--- config.mk ---
export PLATFORM = sky130hd
export DESIGN_NAME = sht_cross
export DESIGN_NICKNAME = d
export VERILOG_FILES = /design/src/hdl/sht_pkg.sv /design/src/hdl/sht_cross.sv
export SDC_FILE = /design/constraint.sdc
export NUM_CORES = 2
export LEC_CHECK = 0
export BUFFER_PORTS_ARGS = -buffer_cell sky130_fd_sc_hd__buf_2
export CELL_PAD_IN_SITES_DETAIL_PLACEMENT = 2
export CELL_PAD_IN_SITES_GLOBAL_PLACEMENT = 2
export CORE_MARGIN = 5
export CORE_UTILIZATION = 35
export DETAILED_ROUTE_END_ITERATION = 8
export HOLD_SLACK_MARGIN = 0.05
export PLACE_DENSITY_LB_ADDON = 0.15
export SYNTH_ARGS = -nofsm -noshare
export SYNTH_HDL_FRONTEND = slang
export SYNTH_SLANG_ARGS = --single-unit
--- constraint.sdc ---
create_clock -name i_clk -period 14.15 [get_ports i_clk]
set_input_delay 2.1225 -clock i_clk [delete_from_list [all_inputs] [get_ports i_clk]]
set_output_delay 2.1225 -clock i_clk [all_outputs]
set_load 0.01 [all_outputs]
--- src/hdl/sht_pkg.sv ---
// Shared types and constants for the shape hit tester.
package sht_pkg;

    localparam int SHT_COORD_BITS = 16;
    localparam int SHT_STAGES     = 6;
    localparam int SHT_OUT_BITS   = 8;
    localparam int SHT_SEG_LANES  = 4;
    localparam int SHT_TRI_LANES  = 2;

    typedef enum logic [2:0] {
        REQ_PT_RECT  = 3'd0,
        REQ_PT_TRI   = 3'd1,
        REQ_SEG_SEG  = 3'd2,
        REQ_SEG_RECT = 3'd3,
        REQ_SEG_ELL  = 3'd4,
        REQ_SEG_TRI  = 3'd5
    } t_req;

    // sign of a cross product
    typedef struct packed {
        logic neg;
        logic zero;
    } t_sgn;

    // load enables of the two cross-product stages
    typedef struct packed {
        logic mul;
        logic sub;
    } t_cross_en;

endpackage

--- src/hdl/sht_cross.sv ---
// Two-stage sign of the 2D cross product ax*by - ay*bx.
module sht_cross #(
    parameter int IN_BITS = sht_pkg::SHT_COORD_BITS + 2
) (
    input  logic                      i_clk,
    input  sht_pkg::t_cross_en        i_en,
    input  logic signed [IN_BITS-1:0] i_ax,
    input  logic signed [IN_BITS-1:0] i_ay,
    input  logic signed [IN_BITS-1:0] i_bx,
    input  logic signed [IN_BITS-1:0] i_by,
    output sht_pkg::t_sgn             o_sgn
);
    import sht_pkg::*;

    localparam int PW = 2 * IN_BITS;

    logic signed [PW-1:0] r_p1, r_p2, n_p1, n_p2;
    logic signed [PW:0]   n_diff;
    t_sgn                 r_sgn, n_sgn;

    always_comb begin
        n_p1       = PW'(i_ax) * PW'(i_by);
        n_p2       = PW'(i_ay) * PW'(i_bx);
        n_diff     = (PW+1)'(r_p1) - (PW+1)'(r_p2);
        n_sgn.neg  = n_diff[PW];
        n_sgn.zero = (n_diff == '0);
    end

    always_ff @(posedge i_clk) begin
        if (i_en.mul) begin
            r_p1 <= n_p1;
            r_p2 <= n_p2;
        end
        if (i_en.sub) begin
            r_sgn <= n_sgn;
        end
    end

    assign o_sgn = r_sgn;

endmodule

==> summary.txt <==
Outcome
  – Outcome: finished clean

Setup path
  – CP startpoint kind: input pin
  – Family with the most delay on the worst path: adder cells
  – CP Data Arrival Time: 9000 ps
  – CP Class: input pin to flip-flop
  – R2R depth: 12
  – Buffers & Inverters on Critical Path: 8
  – Crit path required time: 14,250 ps
  – WP depth: 26
  – Crit. End Element: flip-flop
  – Max Fanout on Critical Path: 18
  – CP dominant cell by count: inv_1
  – Worst path slowest cell: fa_1
  – CP max stage delay: 610 ps

Floorplan
  – Ports: 77
  – Chip Height: 295 um
  – Num rows: 104
  – Die area: 87,100 sq um
  – Starting density of the core: 0.353
  – Core area: 80,500 sq um
  – Die X: 295 um

STA
  – RSZ-0062 raised after global routing: no
  – Fmax: 112 MHz
  – Final period utilization: 0.629
  – Worst rel slew slack: 0.316
  – Setup-failing EPs final: 0
  – Final Hold Fails: 0
  – Fin. max-slew vios: 0
  – Fin crit period: 8900 ps
  – Clock skew: 5.17 ps
  – Setup slack after layout: 5250 ps
  – Fin Setup TNS: 0 ps
  – Slew @ Worst Pin: 1030 ps

Clocking
  – CTS tree: done
  – CTS root buffer: clkbuf_16
  – TritonCTS Buffers: 9
  – # resized after CTS: 0
  – CTS clk-pin slew, worst paths: 60 ps
  – Clock sink count: 74
  – Hold Buf Count CTS: 0
  – Setup bufs post-CTS: 0
  – Clk_lat worst skew: 350 ps
  – H-tree depth: 3
  – Clock tree buffer depth: 2

Hold path
  – Min-Delay Path Class: flip-flop to flip-flop
  – Hold depth: 3

Synthesis
  – Synth cell types: 69
  – Flops & latches, synth: 74
  – Syn Inst Count: 3,052
  – Seq/Total Area, Yosys: 0.0781
  – Yosys top cell area share: 0.464
  – Synth top area cells: fa_1, inv_1, ha_1
  – Fraction of registers with async set/reset: 0
  – Syn. warnings: 0
  – Post-synth EDFFs: 74
  – Yosys top cell by area: fa_1
  – Post-synthesis cell area: 28,500 sq um
  – Prevailing post-synth register cell: edfxtp_1
  – Average size of a mapped cell: 9.33 sq um
  – Commonest cells post-synth: inv_1, fa_1, and2_1, nand2_1, ha_1
  – Syn nets: 4,008
  – Most numerous cell in the Yosys netlist: inv_1

Placement
  – Pre-CTS WS: 4860 ps
  – Dpl cells: 4,090
  – Number of port buffers: 76
  – Routability congestion estimate: 0.891
  – Placed wire-length estimate: 69.1 mm
  – Cell area after placement: 29,800 sq um

Route
  – Detailed router's first-iteration violation count: 643
  – DRC errors left: 0
  – Total Wirelength: 80.3 mm
  – Routed vias: 20,200
  – Final ANT Viol Nets: 0
  – Via-per-instance ratio: 4.91
  – Routed len/inst: 19.6 um
  – 1st-pass router iterations: 5

Global routing
  – Grt total ovfl: 0
  – Largest net degree at the start of global routing: 73
  – Initial antenna violation count: 1
  – Vias in the first global route: 24,700
  – GRT Util Overall: 0.192
  – First-pass GRT wire length: 133 mm

Finish
  – Non-filler cells, final: 4,108
  – Post-route cell area: 30,100 sq um
  – P&R area growth vs syn: 5.82%
  – Layout cells sized above 1: 0.0355
  – Final #Nets: 3,997

Job
  – Number of max-cap violations: 0
## final timing paths
path | startpoint | endpoint | slack (ps)
setup / recovery | i_bx[0] | r_p2[35] | 5250
hold reg to reg | r_p1[33] | o_sgn[0] | 1030
hold / removal | r_p1[33] | o_sgn[0] | 1030
setup reg to reg | r_p2[0] | o_sgn[0] | 9250
## worst min-delay path, stage by stage, from the launching register on
cell       delay (ps)
edfxtp_1          340
ha_1              310
o221ai_1          120
a2111oi_2          90
## placed cells by master (no fill, tap or decap), drive strengths merged, types with 10 or more instances in the layout
| cell | count |
|---|---|
| nor3 | 19 |
| inv | 778 |
| fa | 659 |
| nor2b | 13 |
| nor2 | 79 |
| ha | 222 |
| a21oi | 79 |
| a21o | 33 |
| edfxtp | 74 |
| xnor2 | 73 |
| xor2 | 17 |
| o21a | 18 |
| and2 | 329 |
| o21bai | 10 |
| a211oi | 10 |
| nand3 | 17 |
| o21ai | 53 |
| nand2 | 325 |
| nand2b | 22 |
| buf | 77 |
## cell families (layout without fill, tap and decap cells)
logic type / after synthesis / count (layout) / synth area share
buffers and inverters: 877 / 870 / 0.116
XOR/XNOR: 90 / 90 / 0.0277
AO/OA/AOI/OAI: 290 / 290 / 0.0687
AND/OR/NAND/NOR: 837 / 837 / 0.148
multiplexers: 3 / 3 / 0.00106
other: 0 / 3 / 0
adder cells (fa/ha/maj): 881 / 881 / 0.561
flip-flops: 74 / 74 / 0.0781
## per-stage QoR
step / util / hold slack, ps
after CTS: 0.374 / 1040
after global routing: 0.374 / 1080
after global placement: 0.370 / 995
final: 0.374 / 1030
after floorplan: - / 869
after detailed placement: 0.370 / 1030
## layer usage
metal,share of wire,GRT usage,wire length (um)
met4,0.010,0.0213,817
met5,0,0,0
met2,0.54,0.365,43800
met1,0.42,0.244,34100
met3,0.021,0.0195,1680
## registers in the layout, summed over array words and instances (netlist names)
name / count
r_p1: 36
o_sgn: 2
r_p2: 36
## final cells by class
cell class	count	area, sq um
diodes	3	7.51
clock buffers	9	225
clock inverters	6	82.6
fillers	8924	50400
inverters	778	2920
multi-input cells	2101	22900
flip-flops and latches	74	2220
well taps	1060	1330
repair buffers	77	388
Power is not shown: default switching activity piles up to over one toggle a cycle in this logic, so the estimate is an artifact.
